`src/sv/qgnn_ram.sv`:
```
// ----------------------------------------------------------------------------
// qgnn_ram
// generic single-port-write, single-port-read ram, read-first, registered read
// ----------------------------------------------------------------------------
`default_nettype none

module qgnn_ram #(
    parameter int WIDTH = 8,
    parameter int DEPTH = 16,
    parameter int AW    = (DEPTH > 1) ? $clog2(DEPTH) : 1
) (
    input  wire logic             aclk,
    input  wire logic             we,
    input  wire logic [AW-1:0]    waddr,
    input  wire logic [WIDTH-1:0] wdata,
    input  wire logic             re,
    input  wire logic [AW-1:0]    raddr,
    output logic      [WIDTH-1:0] rdata
);

    logic [WIDTH-1:0] mem [DEPTH];

    always_ff @(posedge aclk) begin
        if (re) begin
            rdata <= mem[raddr];
        end
        if (we) begin
            mem[waddr] <= wdata;
        end
    end

endmodule

`default_nettype wire

```
`config.mk`:
```
export PLATFORM = sky130hd
export DESIGN_NAME = qgnn_ram
export DESIGN_NICKNAME = d
export VERILOG_FILES = /design/src/sv/qgnn_ram.sv
export SDC_FILE = /design/constraint.sdc
export NUM_CORES = 1
export LEC_CHECK = 0
export BUFFER_PORTS_ARGS = -buffer_cell sky130_fd_sc_hd__buf_2
export CORE_MARGIN = 2
export CORE_UTILIZATION = 50
export DETAILED_ROUTE_END_ITERATION = 8
export MAX_ROUTING_LAYER = met4
export PLACE_DENSITY = 0.78
export SYNTH_ARGS = -nofsm -noshare
export SYNTH_HDL_FRONTEND = slang
export SYNTH_SLANG_ARGS = --single-unit
```
`constraint.sdc`:
```
create_clock -name aclk -period 2.21 [get_ports aclk]
set_input_delay 0.1105 -clock aclk [delete_from_list [all_inputs] [get_ports aclk]]
set_output_delay 0.1105 -clock aclk [all_outputs]
set_load 0.005 [all_outputs]
```
Word-level counts from Yosys, hierarchy flattened. Memory sizes are Yosys's and may differ from the RTL's. A register that Yosys moved wholly into a read port is not among the register bits. Cells that the tools add are included.

Bits in registers: 0. RAM bits: 128. Input port bits: 19. Output and inout bits: 8. Logic and storage cells: 3. Memories: 1.

Multiplexer cells: 2.

Memories: mem (depth 16, bits a word 8, rd ports 1, clocked after Yosys merged registers in 1, write ports 1, RTL line 21) `logic [WIDTH-1:0] mem [DEPTH];`.

Operators with widths (count): $mux W1 (2).

Logic depth before layout (Yosys ltp).
Depth in word-level cells: 2. Mapped depth: 5. Depth with buffers taken out: 3.

Worst setup path before layout. Ideal clock, no wire load.

Path type: input-to-reg. From: input waddr[2]. To: memory mem[0][0], enable pin. Setup time: 0.383 ns. Arrival: 1.220 ns. Data required time: 1.827 ns. Path slack: 0.607 ns. Stages: 2. Buffers on the path: 0. Cell sequence: or3b_2 nor3_1.

RTL lines: from (decl) (RTL line 14) `input wire logic [AW-1:0] waddr,`; to (decl) (RTL line 21).

No word-level cell before the write port.

==> summary by stage <==
Die
The floorplan step set the die height to around 110 um. The x dimension of the die is 106 um. The count of standard-cell rows is 37. The overall die area is between 10,000 and 15,000 sq um. 27 I/O pins were placed. The initial cell density of the core is 0.511.

The standard cell core area is 10,200 sq um.

Yosys
The Yosys step of the flow raised 0 warnings. The xor and xnor fraction of the mapped netlist area is 0. The post-synthesis share of cell area spent on full adders, half adders and majority gates is 0. The register bit total from synthesis is 136. The post-synth net total is 248. The number of distinct standard cells referenced by the synthesized netlist is 18.

The share of synthesized area spent on multiplexers is 0.148. The main combinational cell family by area after synthesis is multiplexers. The number of instances in the synthesized netlist is ~230. The mapped netlist covers 5230 sq um. After synthesis, the mean cell area works out to 22.8 sq um. edfxtp_1 takes more of the synthesized area than any other cell. The compound-gate portion of the synthesized area is 0.0230.

The share of synthesized area in the top cell type comes to 0.781. The sequential share of the synthesized area is 0.781. After synthesis, the cell types taking the most area are edfxtp_1 (78%), mux4_2 (7.8%), mux4_1 (7.0%), a22oi_1 (2.3%), nor2_1 (0.93%).

Of the total synthesized cell area, the portion taken by AND, OR, NAND and NOR gates is 0.0314.

Power and ir drop
The worst-case IR drop observed on VDD is roughly 520 uV. The leakage dissipation is between 2 and 2.5 nW. The power density over cell area is 988 nW/um^2.

Critical path
The type of origin of the critical path is a register. The cell family contributing the most delay on the critical path is multiplexers. The startpoint of the worst-slack reg-to-reg timing path is mem[11][7]$_DFFE_PP_. The path depth of the worst reg2reg path is 3. In this run the critical register-to-register path is captured at rdata[7]$_DFFE_PP_. Of all nets on the critical path, the largest fanout is 1. The stage delay of the slowest cell on the critical path is 0.49 ns. For flop-to-flop paths, the worst setup slack is ~0.61 ns.

The critical path endpoint category is a register. The classification of the worst setup path is register to register. The data required time of the worst path is 2.46 ns. The arrival time reported for the critical path endpoint is 1.85 ns. The slowest cell on the critical path is mux4_2.

The critical path goes through mux4_2 -> a22oi_1 -> nand2_1. The total buffers and inverters traversed by the critical path is 0.

Clocking
Clock tree synthesis inserted a total of 17 buffers. The H-tree was split into 4 levels. Counting every sink on the clock net gives approximately 140.

The maximum root-to-sink buffer count is 2. In this run the post-CTS setup repair buffer count came out at 0. The number of buffers inserted for hold repair after clock tree synthesis is 9. TritonCTS built the clock tree.

The tree is rooted in a clkbuf_8. After clock tree synthesis, the repair step resized 0 gates. The clock latency at the later pin of the worst-skew pair is roughly 0.52 ns. After clock tree synthesis, the clock-pin slew on the worst setup and hold paths is about 0.06 ns.

Final layout
The combined flip-flop and latch cell area is between 4000 and 5000 sq um. The area occupied by multi-input gates is 1060 sq um. The number of fill cells is approximately 670. Relative to the synthesized area, the layout overhead comes to 21.1%.

Of the cells placed in the final design, the portion with a size suffix greater than 1 is 0.306. After routing the design area is around 6300 sq um. The repair_antennas step left the layout with diodes totalling 0. After the last flow step, the layout net total stands at 311.

Place
The wire-length estimate of the detail-placed layout is 6250 um. The setup slack at placement is 0.450 ns. The number of buffers inserted by port buffering is 26. In this run the cell area measured after placement is 5600 sq um.

The final estimated routing congestion in global placement is 0.742.

GRT
The via count of the first global-routing pass is 2,619. The total global-route track usage is 0.200. The total global routing overflow is 0.

The number of antenna violations at the first check in global routing came to 0. Entering global routing, the biggest net connects 33 pins. The wire length of the first global-routing pass is about 15,000 um.

Worst hold path
The worst hold path passes through 3 cells. The path with the worst hold slack has its endpoint at mem[0][3]$_DFFE_PP_. The tightest min-delay check is of the primary input to register type. In this run the most critical hold path is launched from waddr[0].

Drt
The mean routed wirelength per cell is between 20 and 25 um. The DRC violation count after routing is 0. The pre-antenna-repair detailed-routing pass consisted of 4 iterations.

The post-detailed-route count of antenna-violating nets is 0. After detailed routing, the number of vias per cell comes to slightly below 6. For this block, the initial DRC count from the detailed router was between 200 and 300.

The total wirelength of the detailed-routed design is 10,100 um. The total via count in the routed design is 2,543.

Timing
Dividing the final minimum period by the clock period gives 0.722. The final worst clock skew is ~0.0053 ns. After routing, the total negative slack on setup checks comes to 0 ns. Setup violations remaining at the end of the flow were counted as 0. For the pin with the worst max-slew slack, the measured transition is 0.761 ns. The number of failing hold endpoints at the final stage is 0. The smallest clock period supported by the final layout is computed as 1.60 ns. Derived from the worst setup path, the maximum achievable clock frequency is roughly 630 MHz. The worst-case headroom to the max-slew limit is 0.492. In the post-route analysis, the smallest setup slack over all paths is 0.614 ns. The number of slew-limit violations in the final report was 0. Setup repair after global routing left no endpoint under its margin.

Run
Max-cap violations in this run came to 0.

Status
The flow ran to the end, and the final reports show no timing, DRC or antenna violations.
area by class of cell:
cell class	instances	share of cell area
Clock buffer	18	0.0660
Clock inverter	13	0.0360
Multi-Input combinational cell	83	0.167
Sequential cell	136	0.645
Tap cell	136	0.0269
Timing Repair Buffer	54	0.0593
through the flow:
step	power [mW]	std cells	hold WS, ns	util
3_5_place_dp	3.24	400	0.502	0.547
4_1_cts	6.30	440	0.119	0.619
3_3_place_gp	3.22	400	0.494	0.547
5_1_grt	6.42	440	0.157	0.619
6_report	6.25	440	0.143	0.619
2_1_floorplan	3.12	229	0.209	-
cells in the mapped netlist:
master / instances
edfxtp_1: 136
mux4_2: 18
a22oi_1: 16
mux4_1: 14
nor2_1: 13
nand2_1: 9
nor3_1: 4
buf_2: 3
buf_6: 3
clkdlybuf4s25_2: 3
nand2b_1: 2
nand3b_1: 2
and2_1: 1
and2b_1: 1
buf_4: 1
nand3_1: 1
nor2b_1: 1
or3b_2: 1
worst max path at each step:
| stage | from | to | slack [ns] | cells after the start |
|---|---|---|---|---|
| 2_1_floorplan | waddr[2] | mem[0][0]$_DFFE_PP_ | 0.61 | 2 |
| 3_3_place_gp | raddr[1] | rdata[7]$_DFFE_PP_ | 0.50 | 5 |
| 3_5_place_dp | raddr[1] | rdata[7]$_DFFE_PP_ | 0.45 | 5 |
| 4_1_cts | mem[11][7]$_DFFE_PP_ | rdata[7]$_DFFE_PP_ | 0.62 | 3 |
| 5_1_grt | mem[2][3]$_DFFE_PP_ | rdata[3]$_DFFE_PP_ | 0.57 | 3 |
| 6_report | mem[11][7]$_DFFE_PP_ | rdata[7]$_DFFE_PP_ | 0.61 | 3 |
metal layers:
layer  GRT usage  part of all wire  vias up
li1            -                 -     1114
met1       0.265              0.42     1314
met2       0.306              0.51      102
met3      0.0540             0.056       13
met4      0.0667             0.013        0
met5           -                 0        -
power breakdown:
group | total (mW) | switching (mW) | internal [mW]
sequential | 2.93 | 0.0185 | 2.91
combinational | 0.270 | 0.149 | 0.121
clock | 3.06 | 1.01 | 2.05
cells by family (layout without fill, tap and decap cells):
| group | Yosys count | after routing |
|---|---|---|
| AO/OA/AOI/OAI | 16 | 16 |
| buffers and inverters | 10 | 85 |
| flip-flops | 136 | 136 |
| multiplexers | 32 | 32 |
| AND/OR/NAND/NOR | 35 | 35 |
flip-flops by register name, summed over array words and instances (netlist names):
name / count
mem: 128
rdata: 8
worst reg2reg max path, cell delays in order, from the launching register on:
cell,delay (ns)
edfxtp_1,0.42
mux4_2,0.49
a22oi_1,0.32
nand2_1,0.10
cells in the final DEF (no fill, tap or decap), drive strengths merged:
| master | netlist | layout |
|---|---|---|
| dlygate4sd3 | 0 | 9 |
| buf | 7 | 45 |
| or3b | 1 | 1 |
| mux4 | 32 | 32 |
| nor2b | 1 | 1 |
| clkbuf | 0 | 18 |
| nand2b | 2 | 2 |
| nand3b | 2 | 2 |
| bufinv | 0 | 6 |
| nor2 | 13 | 13 |
| and2b | 1 | 1 |
| and2 | 1 | 1 |
| edfxtp | 136 | 136 |
| clkinvlp | 0 | 1 |
| a22oi | 16 | 16 |
| nor3 | 4 | 4 |
| nand3 | 1 | 1 |
| clkinv | 0 | 6 |
| nand2 | 9 | 9 |
Power figures use the tool's default switching activity.
