--- src/sv/qgnn_pkg.sv ---
// ----------------------------------------------------------------------------
// qgnn_pkg
// shared widths, register indexes and types for the quad grid node numbering
// ----------------------------------------------------------------------------
`default_nettype none

package qgnn_pkg;

    localparam int MAX_ACROSS = 256;
    localparam int MAX_DOWN   = 256;

    localparam int COL_W  = 8;
    localparam int ROW_W  = 8;
    localparam int ELEM_W = 16;
    localparam int NODE_W = 17;
    localparam int REG_W  = 9;
    localparam int LINE_W = 2 * NODE_W;
    localparam int ADDR_W = (MAX_ACROSS > 1) ? $clog2(MAX_ACROSS) : 1;

    localparam int OUT_BITS = COL_W + ROW_W + ELEM_W + 4 * NODE_W;
    localparam int OUT_DW   = ((OUT_BITS + 7) / 8) * 8;
    localparam int IN_DW    = 8;

    localparam logic [REG_W-1:0] ACROSS_CAP = REG_W'(MAX_ACROSS);
    localparam logic [REG_W-1:0] DOWN_CAP   = REG_W'(MAX_DOWN);

    typedef enum logic [0:0] {
        REG_ELEMENTS_ACROSS = 1'b0,
        REG_ELEMENTS_DOWN   = 1'b1
    } reg_idx_t;

    // one numbered element, bottom corners may still come from the line store
    typedef struct packed {
        logic [COL_W-1:0]  column;
        logic [ROW_W-1:0]  row;
        logic [ELEM_W-1:0] element_number;
        logic [NODE_W-1:0] node_a;
        logic [NODE_W-1:0] node_b;
        logic [NODE_W-1:0] node_c;
        logic [NODE_W-1:0] node_d;
        logic              last_element;
        logic              use_below;
    } elem_t;

    function automatic logic [REG_W-1:0] clamp_size(input logic [REG_W-1:0] raw,
                                                    input logic [REG_W-1:0] cap);
        logic [REG_W-1:0] res;
        begin
            res = raw;
            if (raw == '0) begin
                res = REG_W'(1);
            end else if (raw > cap) begin
                res = cap;
            end
            return res;
        end
    endfunction

endpackage

`default_nettype wire

--- src/sv/qgnn_walker.sv ---
// ----------------------------------------------------------------------------
// qgnn_walker
// raster walk counters, node allocation and line store write side
// ----------------------------------------------------------------------------
`default_nettype none

module qgnn_walker (
    input  wire logic                         aclk,
    input  wire logic                         aresetn,
    input  wire logic                         cfg_wr_en,
    input  wire logic [0:0]                   cfg_addr,
    input  wire logic [qgnn_pkg::REG_W-1:0]   cfg_wdata,
    input  wire logic                         step,
    input  wire logic                         start_over,
    output qgnn_pkg::elem_t                   item,
    output logic                              line_we,
    output logic [qgnn_pkg::ADDR_W-1:0]       line_addr,
    output logic [qgnn_pkg::LINE_W-1:0]       line_wdata
);

    localparam int NW = qgnn_pkg::NODE_W;

    logic [qgnn_pkg::REG_W-1:0]  across_reg, down_reg;
    logic [qgnn_pkg::COL_W-1:0]  col_reg, col_next;
    logic [qgnn_pkg::ROW_W-1:0]  row_reg, row_next;
    logic [qgnn_pkg::ELEM_W-1:0] elem_reg, elem_next;
    logic [NW-1:0]               nf_reg, nf_next;
    logic [NW-1:0]               lbr_reg, lbr_next;
    logic [NW-1:0]               ltr_reg, ltr_next;

    logic [qgnn_pkg::COL_W-1:0]  col;
    logic [qgnn_pkg::ROW_W-1:0]  row;
    logic [qgnn_pkg::ELEM_W-1:0] elem;
    logic [NW-1:0]               nf, a, b, c, d;
    logic [2:0]                  nf_inc;
    logic                        row0, col0, row_end, last;
    logic [qgnn_pkg::REG_W-1:0]  across_m1, down_m1;

    always_comb begin
        col  = start_over ? '0 : col_reg;
        row  = start_over ? '0 : row_reg;
        nf   = start_over ? '0 : nf_reg;
        elem = start_over ? '0 : elem_reg;
        row0 = (row == '0);
        col0 = (col == '0);

        a = '0;
        b = '0;
        if (row0 && col0) begin
            a = nf;
            b = nf + NW'(1);
            c = nf + NW'(2);
            d = nf + NW'(3);
            nf_inc = 3'd4;
        end else if (row0) begin
            a = lbr_reg;
            b = nf;
            c = nf + NW'(1);
            d = ltr_reg;
            nf_inc = 3'd2;
        end else if (col0) begin
            c = nf;
            d = nf + NW'(1);
            nf_inc = 3'd2;
        end else begin
            c = nf;
            d = ltr_reg;
            nf_inc = 3'd1;
        end

        across_m1 = qgnn_pkg::clamp_size(across_reg, qgnn_pkg::ACROSS_CAP)
                    - qgnn_pkg::REG_W'(1);
        down_m1   = qgnn_pkg::clamp_size(down_reg, qgnn_pkg::DOWN_CAP)
                    - qgnn_pkg::REG_W'(1);
        row_end = ({1'b0, col} >= across_m1);
        last    = row_end && ({1'b0, row} >= down_m1);

        lbr_next = row0 ? b : lbr_reg;
        ltr_next = c;
        if (last) begin
            col_next  = '0;
            row_next  = '0;
            nf_next   = '0;
            elem_next = '0;
        end else begin
            nf_next   = nf + NW'(nf_inc);
            elem_next = elem + qgnn_pkg::ELEM_W'(1);
            col_next  = row_end ? '0 : col + qgnn_pkg::COL_W'(1);
            row_next  = row_end ? row + qgnn_pkg::ROW_W'(1) : row;
        end
    end

    always_comb begin
        item.column         = col;
        item.row            = row;
        item.element_number = elem;
        item.node_a         = a;
        item.node_b         = b;
        item.node_c         = c;
        item.node_d         = d;
        item.last_element   = last;
        item.use_below      = !row0;
        line_we    = step;
        line_addr  = col[qgnn_pkg::ADDR_W-1:0];
        line_wdata = {c, d};
    end

    always_ff @(posedge aclk) begin
        if (!aresetn) begin
            across_reg <= qgnn_pkg::REG_W'(1);
            down_reg   <= qgnn_pkg::REG_W'(1);
            col_reg    <= '0;
            row_reg    <= '0;
            elem_reg   <= '0;
            nf_reg     <= '0;
            lbr_reg    <= '0;
            ltr_reg    <= '0;
        end else begin
            if (cfg_wr_en) begin
                case (cfg_addr)
                    qgnn_pkg::REG_ELEMENTS_ACROSS: across_reg <= cfg_wdata;
                    qgnn_pkg::REG_ELEMENTS_DOWN:   down_reg   <= cfg_wdata;
                    default: ;
                endcase
            end
            if (step) begin
                col_reg  <= col_next;
                row_reg  <= row_next;
                elem_reg <= elem_next;
                nf_reg   <= nf_next;
                lbr_reg  <= lbr_next;
                ltr_reg  <= ltr_next;
            end
        end
    end

endmodule

`default_nettype wire

--- config.mk ---
export PLATFORM = sky130hd
export DESIGN_NAME = qgnn_walker
export DESIGN_NICKNAME = d
export VERILOG_FILES = /design/src/sv/qgnn_pkg.sv /design/src/sv/qgnn_walker.sv
export SDC_FILE = /design/constraint.sdc
export NUM_CORES = 1
export LEC_CHECK = 0
export ABC_AREA = 1
export ABC_CLOCK_PERIOD_IN_PS = 4270
export BUFFER_PORTS_ARGS = -buffer_cell sky130_fd_sc_hd__buf_2
export CAP_MARGIN = 25
export CELL_PAD_IN_SITES_DETAIL_PLACEMENT = 1
export CELL_PAD_IN_SITES_GLOBAL_PLACEMENT = 2
export CORE_ASPECT_RATIO = 0.7
export CORE_MARGIN = 2
export CORE_UTILIZATION = 31
export CTS_BUF_LIST = sky130_fd_sc_hd__clkbuf_8
export CTS_CLUSTER_SIZE = 40
export DETAILED_ROUTE_END_ITERATION = 10
export PLACE_DENSITY_LB_ADDON = 0.3
export SYNTH_ARGS = -nofsm -noshare
export SYNTH_HDL_FRONTEND = slang
export SYNTH_SLANG_ARGS = --single-unit
--- constraint.sdc ---
create_clock -name aclk -period 4.27 [get_ports aclk]
set_input_delay 0.427 -clock aclk [delete_from_list [all_inputs] [get_ports aclk]]
set_output_delay 0.427 -clock aclk [all_outputs]
set_load 0.01 [all_outputs]
Word level (Yosys, flattened, before mapping)
Cells that the tools add are included.
- register bits: 101
- bits in latches: 0
- memories kept: 0
- output and inout port bits: 145
- input bits: 15
- memory bits (read-only): 0
- memory bits (writable): 0
- word-level logic and storage cells: 58
- bitwise operators: 1
- multiplexer cells: 26
- add/subtract/negate cells: 9
- shift operators: 0
- $mul: 0
- reduce and logical (&&, ||, !) cells: 10
- $lt $le $gt $ge: 4
- div/mod/pow operators: 0
- equality and inequality tests: 0
- operators by type and width (kind ; number):
    $mux 17 ; 11
    $mux 8 ; 6
    $mux 9 ; 4
    $add 17x2->17 const B ; 2
    $mux 16 ; 2
    $ge 8x9->1 ; 2
    $gt 9x9->1 const B ; 2
    $logic_not 9->1 ; 2
    $sub 9x1->9 const B ; 2
    $add 17x1->17 const B ; 1
    $add 17x3->17 ; 1
    $add 16x1->16 const B ; 1
    $add 8x1->8 const B ; 2
    $logic_not 8->1 ; 2
    $reduce_and 2->1 ; 3
    $mux 2 ; 2
    $mux 3 ; 1
    $logic_and 1x1->1 ; 2
    $logic_not 1->1 ; 1
    $not 1->1 ; 1

Longest topological paths before layout
Gate-level depths: netlist of the first run.
- depth after elaboration: 7
- gate-level depth with buffers: 26
- depth with buffers taken out: 25

Worst setup path after synthesis of the first run
Ideal clock, no wire load.
- kind: input to output
- from: input start_over
- to: output line_wdata[15] (netlist bit)
- arrival time: 3.847 ns
- slack: -0.004 ns
- path buffers: 10
- required time: 3.843 ns
- cell stages on the path: 19
- cell sequence: buf_6 -> buf_2 -> buf_2 -> nor2_1 -> inv_1 -> ha_1 -> nor3b_2 -> nand2_4 -> inv_4 -> buf_6 -> buf_4 -> ha_1 -> clkbuf_1 -> inv_1 -> buf_2 -> buf_1 -> clkbuf_1 -> o221ai_1 -> buf_4
- RTL lines (element ; RTL line ; source):
    start, declared ; qgnn_walker.sv:14 ; input wire logic start_over,
    end, declared ; qgnn_walker.sv:18 ; output logic [qgnn_pkg::LINE_W-1:0] line_wdata

==> impl_metrics.py, run 1 <==
metrics = {
    "floorplanning": {
        "core_um2": 26600,
        "die_h_um": 141,
        "initial_core_util_pct": 31.4,
        "pin_count": 160,
        "fp.dieW_um": 200,
        "num_rows": 50,
        "die-area_um2": 28200,
    },
    "power": {
        "p_int_w": 0.00162,
        "fin_total_pwr_w": 0.00298,
        "power_frac_seq_pct": 35.2,
        "p_leak_nw": 4.54,
        "vdd.ir_drop.worst_v": 0.000161,
        "clkPwrFrac_pct": 21.7,
        "power.share.combinational_pct": 43.1,
        "swShare_pct": 45.6,
        "powerDensity_nw_per_um2": 321,
        "power.switching_w": 0.00136,
    },
    "clock_network": {
        "h-tree-depth": 3,
        "cts_root_buf": "clkbuf_8",
        "clock_latency_ns": 0.42,
        "post_cts_buffers": 0,
        "clk_path_buf_depth": 2,
        "clk_pin_slew_ns": 0.12,
        "cts_tree": "done",
        "cts_made_buffers": 9,
        "cts_num_sinks": 101,
    },
    "worst_setup_path": {
        "end_kind": "output port",
        "worstPathArrival_ns": 3.52,
        "cp_max_fo": 26,
        "r2r_end": "elem_reg[6]$_SDFFE_PN0P_",
        "rrSetupSlack_ns": 0.85,
        "worst_setup_path_start_kind": "primary input",
        "r2r_cells": 22,
        "path_class": "in2out",
        "r2r-start": "across_reg[8]$_SDFFE_PN0P_",
        "worstPathRequired_ns": 3.84,
    },
    "synth": {
        "ys_seq_area_share_pct": 24.2,
        "ys_async_sr_fraction_pct": 0,
        "ys.flop_type": "dfxtp_1",
        "netlist_area_um2": 8340,
        "synth_nets": 1352,
        "yosys_warnings": 0,
        "synth_seq_cells": 101,
        "syn_area_per_cell_um2": 6.40,
        "syn_inst": 1303,
        "synth_edf_count": 0,
        "yosysUniqueCellTypes": 49,
    },
    "timing": {
        "tightestPinTransition_ns": 0.944,
        "fin_crit_sh_pct": 92.5,
        "layout_min_cycle_time_ns": 3.95,
        "relSlewSlack_pct": 37.1,
        "rsz0062_at_grt": "false",
        "finalSetupTns_ns": 0,
        "skew_ns": 0.0262,
        "layout_setup_ws_ns": 0.320,
        "hold_viol_final": 0,
        "slew_violations": 0,
        "setup_viol": 0,
        "max_freq_mhz": 253,
    },
    "placement": {
        "portBuffers": 159,
        "place_ws_ns": 0.378,
        "hpwl_um": 23700,
        "gp_congestion": 0.871,
    },
    "layout": {
        "nFillCells": 3528,
        "drive_gt1_share_pct": 19.2,
        "syn2layout_area_growth_pct": 11.2,
        "fin_nets": 1441,
        "post-route-util_pct": 34.9,
        "antennaDiodeCount": 0,
    },
    "global_routing": {
        "grt-ovfl-total": 0,
        "grt_pass1_wl_um": 47900,
        "grt_pass1_vias": 8142,
        "grt_max_degree": 49,
        "antenna_found_initial": 0,
        "grt.total_usage_pct": 22.2,
    },
    "routing": {
        "viasPerCell": 4.86,
        "drtPass1Iterations": 7,
        "drt_wl_total_um": 31100,
        "first_iter_violations": 482,
        "drtAntennaViolNets": 0,
        "vias": 8562,
        "post-route-drc-count": 0,
        "wl_per_cell_um": 17.7,
    },
    "run": {
        "max_cap_viol_count": 0,
    },
    "worst_hold_path": {
        "holdPathEnd": "across_reg[1]$_SDFFE_PN0P_",
        "worstHoldStart": "cfg_wdata[1]",
        "min-delay-path-class": "in2reg",
        "hold_path_depth": 3,
    },
    "run_status": {
        "status": "finished, final reports clean",
    },
}
-- synthesized netlist by cell type, types with 6 or more instances --
library cell  number  area (µm²)
clkbuf_1          27         101
nor2_1           126         473
a21oi_1          106         531
buf_4             47         353
buf_2              6        30.0
o221ai_1          11        96.3
o21ai_0           78         390
inv_1            205         769
o21ai_2            9        78.8
ha_1              33         413
buf_6             13         146
nand2_1          252         946
xnor2_1            9        78.8
o211ai_1           9        67.6
nand3_1           79         395
nand4_1            8        50.1
nor2_2            17         106
o21ai_1           39         195
inv_2              6        22.5
nand2_2            8        50.1
xor2_1            52         455
dfxtp_1          101        2020
nor3_1            12        60.1
-- worst max path at each step --
stage | startpoint | slack [ns] | depth (start not counted) | endpoint
final | start_over | 0.32 | 14 | item[11]
after global routing | start_over | 0.10 | 14 | line_wdata[9]
after CTS | across_reg[8]$_SDFFE_PN0P_ | 0.26 | 16 | item[1]
after detailed placement | start_over | 0.38 | 14 | item[11]
after global placement | start_over | 0.51 | 14 | item[11]
after floorplan | start_over | 0.09 | 18 | line_wdata[15]
-- layer usage --
layer | vias up | share of wire, % | track usage, %
li1 | 4266 | - | -
met1 | 4100 | 54 | 35.2
met3 | 9 | 6.4 | 4.64
met2 | 187 | 39 | 30.5
met4 | 0 | 0.51 | 3.16
met5 | - | 0 | 0
-- power by group through the flow --
stage	registers (W)	clock network (W)	logic (W)
2_1_floorplan	0.00106	0	0.000963
3_3_place_gp	0.00107	0	0.00126
3_5_place_dp	0.00107	0	0.00128
4_1_cts	0.00105	0.000672	0.00129
5_1_grt	0.00105	0.000700	0.00143
6_report	0.00105	0.000646	0.00128
-- cells in the final DEF (no fill, tap or decap), types with 2 or more instances in the layout --
cell        count
nand2_1       252
inv_1         204
buf_2         159
nor2_1        125
a21oi_1       106
dfxtp_1       101
o21ai_0        78
nand3_1        78
xor2_1         52
o21ai_1        39
ha_1           32
nor2_2         18
buf_4          16
nor3_1         12
o221ai_1       11
o21ai_2         9
o211ai_1        9
xnor2_1         9
clkbuf_8        9
inv_2           8
nand2_2         8
nand4_1         8
nor2_4          5
o31ai_2         5
nand3b_1        5
nand3_2         3
nor3_2          3
a21oi_2         2
nor2_8          2
clkinv_1        2
a211oi_1        2
or2_2           2
clkinvlp_4      2
clkinv_4        2
inv_8           2
-- critical path: stages --
cell and delay (ns):
buf_2 0.30, buf_4 0.48, nor2_1 0.24, inv_1 0.21, ha_1 0.18, inv_1 0.04
o21ai_0 0.41, inv_1 0.13, nor2_1 0.20, nand2_1 0.13, o21ai_0 0.21, o211ai_1 0.17
o211ai_1 0.18, buf_2 0.19
-- layout make-up --
cell class	instances	area, µm²	area share [%]
inverter	214	806	8.69
tap	364	455	4.91
timing repair buffer	176	936	10.1
clock inverter	7	58.8	0.634
clock buffer	9	124	1.34
multi-input combinational	890	4870	52.5
sequential	101	2020	21.8
-- per-stage QoR --
| step | instances | area [µm²] | hold WS, ns |
|---|---|---|---|
| floorplan | 1303 | 8340 | 0.444 |
| global placement | 1745 | 9090 | 0.452 |
| detailed placement | 1745 | 9090 | 0.458 |
| CTS | 1761 | 9270 | 0.229 |
| global route | 1761 | 9270 | 0.238 |
| finish | 1761 | 9270 | 0.260 |
-- kinds of logic (layout without fill, tap and decap cells) --
logic type               count (synthesis)  in the layout  share of synthesized area, %
AND/OR/NAND/NOR                        528            528                          28.3
buffers and inverters                  312            406                          17.4
AO/OA/AOI/OAI                          266            266                          18.2
flip-flops                             101            101                          24.2
XOR/XNOR                                62             62                          6.60
adder cells (fa/ha/maj)                 34             34                          5.19
-- timing repair --
action,4_1_cts,5_1_grt
endpoints found under the setup margin,0,1
resized for setup,0,1
hold buffers,0,0
hold endpoints to repair,0,0
No activity file was read; power rests on OpenSTA's default activity.
==> run 2: changes to the inputs <==
--- a/config.mk
+++ b/config.mk
@@ -5,7 +5,6 @@
 export SDC_FILE = /design/constraint.sdc
 export NUM_CORES = 1
 export LEC_CHECK = 0
-export ABC_AREA = 1
 export ABC_CLOCK_PERIOD_IN_PS = 4270
 export BUFFER_PORTS_ARGS = -buffer_cell sky130_fd_sc_hd__buf_2
 export CAP_MARGIN = 25
@@ -13,7 +12,7 @@
 export CELL_PAD_IN_SITES_GLOBAL_PLACEMENT = 2
 export CORE_ASPECT_RATIO = 0.7
 export CORE_MARGIN = 2
-export CORE_UTILIZATION = 31
+export CORE_UTILIZATION = 32
 export CTS_BUF_LIST = sky130_fd_sc_hd__clkbuf_8
 export CTS_CLUSTER_SIZE = 40
 export DETAILED_ROUTE_END_ITERATION = 10
==> run 2 against run 1 <==
  * Global-route usage is 0.45 points higher
  * Sequential share of layout area is 0.50 points higher
  * Setup slack worse by 0.13 ns
  * Via count is 3.2% lower
  * Synthesized area is 4.1% lower
  * Clock skew is 0.014 ns lower
  * Power is 27% lower
  * Critical path depth stayed put
  * Core utilization is 1.9 points higher
  * Critical path type is now reg2out
  * Highest routed layer unchanged
==> impl_metrics.py, run 2 <==
metrics = {
    "clock_network": {
        "cts_root_buf": "clkbuf_8",
        "clk_pin_slew_ns": 0.11,
        "clock_latency_ns": 0.41,
        "cts_made_buffers": 9,
        "cts_num_sinks": 101,
        "cts_tree": "done",
        "h-tree-depth": 3,
        "clk_path_buf_depth": 2,
    },
    "timing": {
        "max_freq_mhz": 245,
        "slew_violations": 0,
        "fin_crit_sh_pct": 95.5,
        "skew_ns": 0.0117,
        "layout_min_cycle_time_ns": 4.08,
        "holdWs_ns": 0.273,
        "hold_viol_final": 0,
        "setup_viol": 0,
        "tightestPinTransition_ns": 0.859,
        "rsz0062_at_grt": "true",
        "relSlewSlack_pct": 42.6,
    },
    "routing": {
        "first_iter_violations": 501,
        "wl_per_cell_um": 19.6,
        "drtAntennaViolNets": 0,
        "drt_wl_total_um": 29600,
        "post-route-drc-count": 0,
        "drtPass1Iterations": 5,
        "vias": 8289,
        "viasPerCell": 5.49,
    },
    "global_routing": {
        "grt-ovfl-total": 0,
        "antenna_found_initial": 0,
        "grt.total_usage_pct": 22.6,
        "grt_max_degree": 74,
        "grt_pass1_wl_um": 46100,
        "grt_pass1_vias": 7801,
    },
    "layout": {
        "syn2layout_area_growth_pct": 13.4,
        "nFillCells": 3115,
        "antennaDiodeCount": 0,
        "mostFrequentLayoutCells": "183 x nand2_1, 159 x buf_2, 101 x dfxtp_1",
        "layout_commonest_cell": "nand2_1",
        "drive_gt1_share_pct": 21.6,
        "final-instance-count-excl-fill": 1511,
        "stdcell_area_um2": 9070,
        "fin_nets": 1231,
        "post-route-util_pct": 36.8,
    },
    "power": {
        "power_frac_seq_pct": 46.1,
        "powerDensity_nw_per_um2": 239,
        "clkPwrFrac_pct": 30.9,
        "power.share.combinational_pct": 22.9,
        "swShare_pct": 34.6,
        "p_int_w": 0.00142,
        "p_leak_nw": 3.88,
        "vdd.ir_drop.worst_v": 0.000139,
        "power.switching_w": 0.000752,
    },
    "synth": {
        "yosys_warnings": 0,
        "netlist_area_um2": 8000,
        "synth_top_cell_area_share_pct": 25.3,
        "ys.flop_type": "dfxtp_1",
        "synth_common_cells": "183 x nand2_1, 101 x dfxtp_1, 78 x nor2_1, 63 x o21ai_0, 59 x a21oi_1",
        "synth.most_common_cell": "nand2_1",
        "yosysUniqueCellTypes": 77,
        "ys_seq_area_share_pct": 25.3,
        "synth_top_area_cell": "dfxtp_1",
        "ys_async_sr_fraction_pct": 0,
        "syn_area_per_cell_um2": 7.26,
        "yosys-top-cells-area": "dfxtp_1 25%, nand2_1 8.6%, ha_1 5.2%, buf_4 4.2%, o21ai_0 3.9%",
        "synth_edf_count": 0,
        "synth_seq_cells": 101,
        "synth_nets": 1150,
        "syn_inst": 1101,
    },
    "floorplanning": {
        "core_um2": 24600,
        "num_rows": 48,
        "pin_count": 160,
        "initial_core_util_pct": 32.5,
        "fp.dieW_um": 193,
        "die_h_um": 136,
        "die-area_um2": 26300,
    },
    "worst_setup_path": {
        "startpoint": "across_reg[6]$_SDFFE_PN0P_",
        "worstPathArrival_ns": 3.65,
        "rrSetupSlack_ns": 0.40,
        "crit_end": "item[1]",
        "r2r_end": "nf_reg[16]$_SDFFE_PN0P_",
        "end_kind": "output port",
        "worstPathRequired_ns": 3.84,
        "path_class": "reg2out",
        "r2r-start": "across_reg[6]$_SDFFE_PN0P_",
        "worst_setup_path_start_kind": "register",
        "cp_max_fo": 12,
        "r2r_cells": 15,
    },
    "placement": {
        "portBuffers": 159,
        "gp_congestion": 0.870,
        "hpwl_um": 21900,
        "placed_cells": 1494,
        "place_area_um2": 8790,
    },
    "worst_hold_path": {
        "worstHoldStart": "cfg_wdata[0]",
        "min-delay-path-class": "in2reg",
    },
    "run_status": {
        "status": "finished, final reports clean",
    },
    "run": {
        "max_cap_viol_count": 0,
    },
}
==> run 2: changes by cell type after synthesis, sizes merged, moves of 15 or more <==
| cell | before | now |
|---|---|---|
| a21oi | 108 | 60 |
| and3 | 1 | 19 |
| clkbuf | 27 | 49 |
| inv | 212 | 26 |
| mux2i | 0 | 15 |
| nand2 | 261 | 184 |
| nand3 | 81 | 58 |
| nor2 | 150 | 80 |
| nor2b | 0 | 43 |
| o21ai | 127 | 66 |
| xnor2 | 9 | 30 |
| xor2 | 53 | 19 |
==> run 2: routing by layer <==
| layer | share of wire, % | vias up | global-route usage (%) |
|---|---|---|---|
| met4 | 0.61 | 0 | 4.00 |
| met2 | 42 | 201 | 32.3 |
| met1 | 53 | 4087 | 35.1 |
| li1 | - | 3990 | - |
| met3 | 5.1 | 11 | 3.92 |
| met5 | 0 | - | 0 |
==> run 2: critical path: stages, from the launching register on <==
cell	delay [ns]
dfxtp_1	0.39
nor4_4	0.36
a21o_1	0.16
nand2_1	0.07
ha_1	0.27
and3_1	0.22
a31oi_1	0.15
o21ai_0	0.10
ha_1	0.29
a21o_1	0.19
a221oi_1	0.33
o21ai_2	0.18
nand4_2	0.20
clkinv_4	0.15
buf_2	0.17
==> run 2: cell families (layout without fill, tap and decap cells) <==
family          Yosys count  in the layout  share of synthesized area, %
simple gates            498            498                          31.0
mux                      24             24                          3.14
fa+ha+maj                34             34                          5.41
xor+xnor                 49             49                          5.37
compound gates          250            250                          20.6
buf+inv                 145            230                          9.17
flops                   101            101                          25.3
==> run 2: worst min-delay path by stage <==
stage / cells after the start / endpoint
after floorplan: 2 / ltr_reg[0]$_SDFFE_PN0P_
after global placement: 2 / lbr_reg[7]$_SDFFE_PN0P_
final: 3 / down_reg[0]$_SDFFE_PN1P_
after global routing: 3 / down_reg[2]$_SDFFE_PN0P_
after detailed placement: 2 / lbr_reg[2]$_SDFFE_PN0P_
after CTS: 3 / down_reg[0]$_SDFFE_PN1P_
==> run 2: cell type report <==
cell class                 count  area (µm²)  share of cell area [%]
multi-input combinational    855        5300                    58.5
sequential                   101        2020                    22.3
timing repair buffer         189        1040                    11.5
tap                          325         407                    4.48
clock buffer                   9         124                    1.37
inverter                      26         103                    1.13
clock inverter                 6        72.6                   0.800
==> run 2: stage by stage <==
step / power (W) / worst slack, ns / setup TNS (ns)
floorplan: 0.00136 / 0.0337 / 0
global placement: 0.00150 / 0.380 / 0
detailed placement: 0.00151 / 0.255 / 0
CTS: 0.00220 / 0.00670 / 0
global route: 0.00230 / -0.0474 / -0.0474
finish: 0.00217 / 0.193 / 0
==> run 2: timing repair <==
| item | 4_1_cts | 5_1_grt |
|---|---|---|
| resized for setup | 3 | 11 |
| setup buffers | 0 | 2 |
| hold buffers | 0 | 0 |
| endpoints found under the setup margin | 1 | 8 |
| hold endpoints to repair | 0 | 0 |
| pin swaps | 0 | 1 |
==> run 2: power groups by stage <==
stage	logic, W	registers (W)	clock network [W]
2_1_floorplan	0.000346	0.00101	0
3_3_place_gp	0.000484	0.00102	0
3_5_place_dp	0.000490	0.00102	0
4_1_cts	0.000494	0.00100	0.000709
5_1_grt	0.000556	0.00101	0.000739
6_report	0.000498	0.00100	0.000671
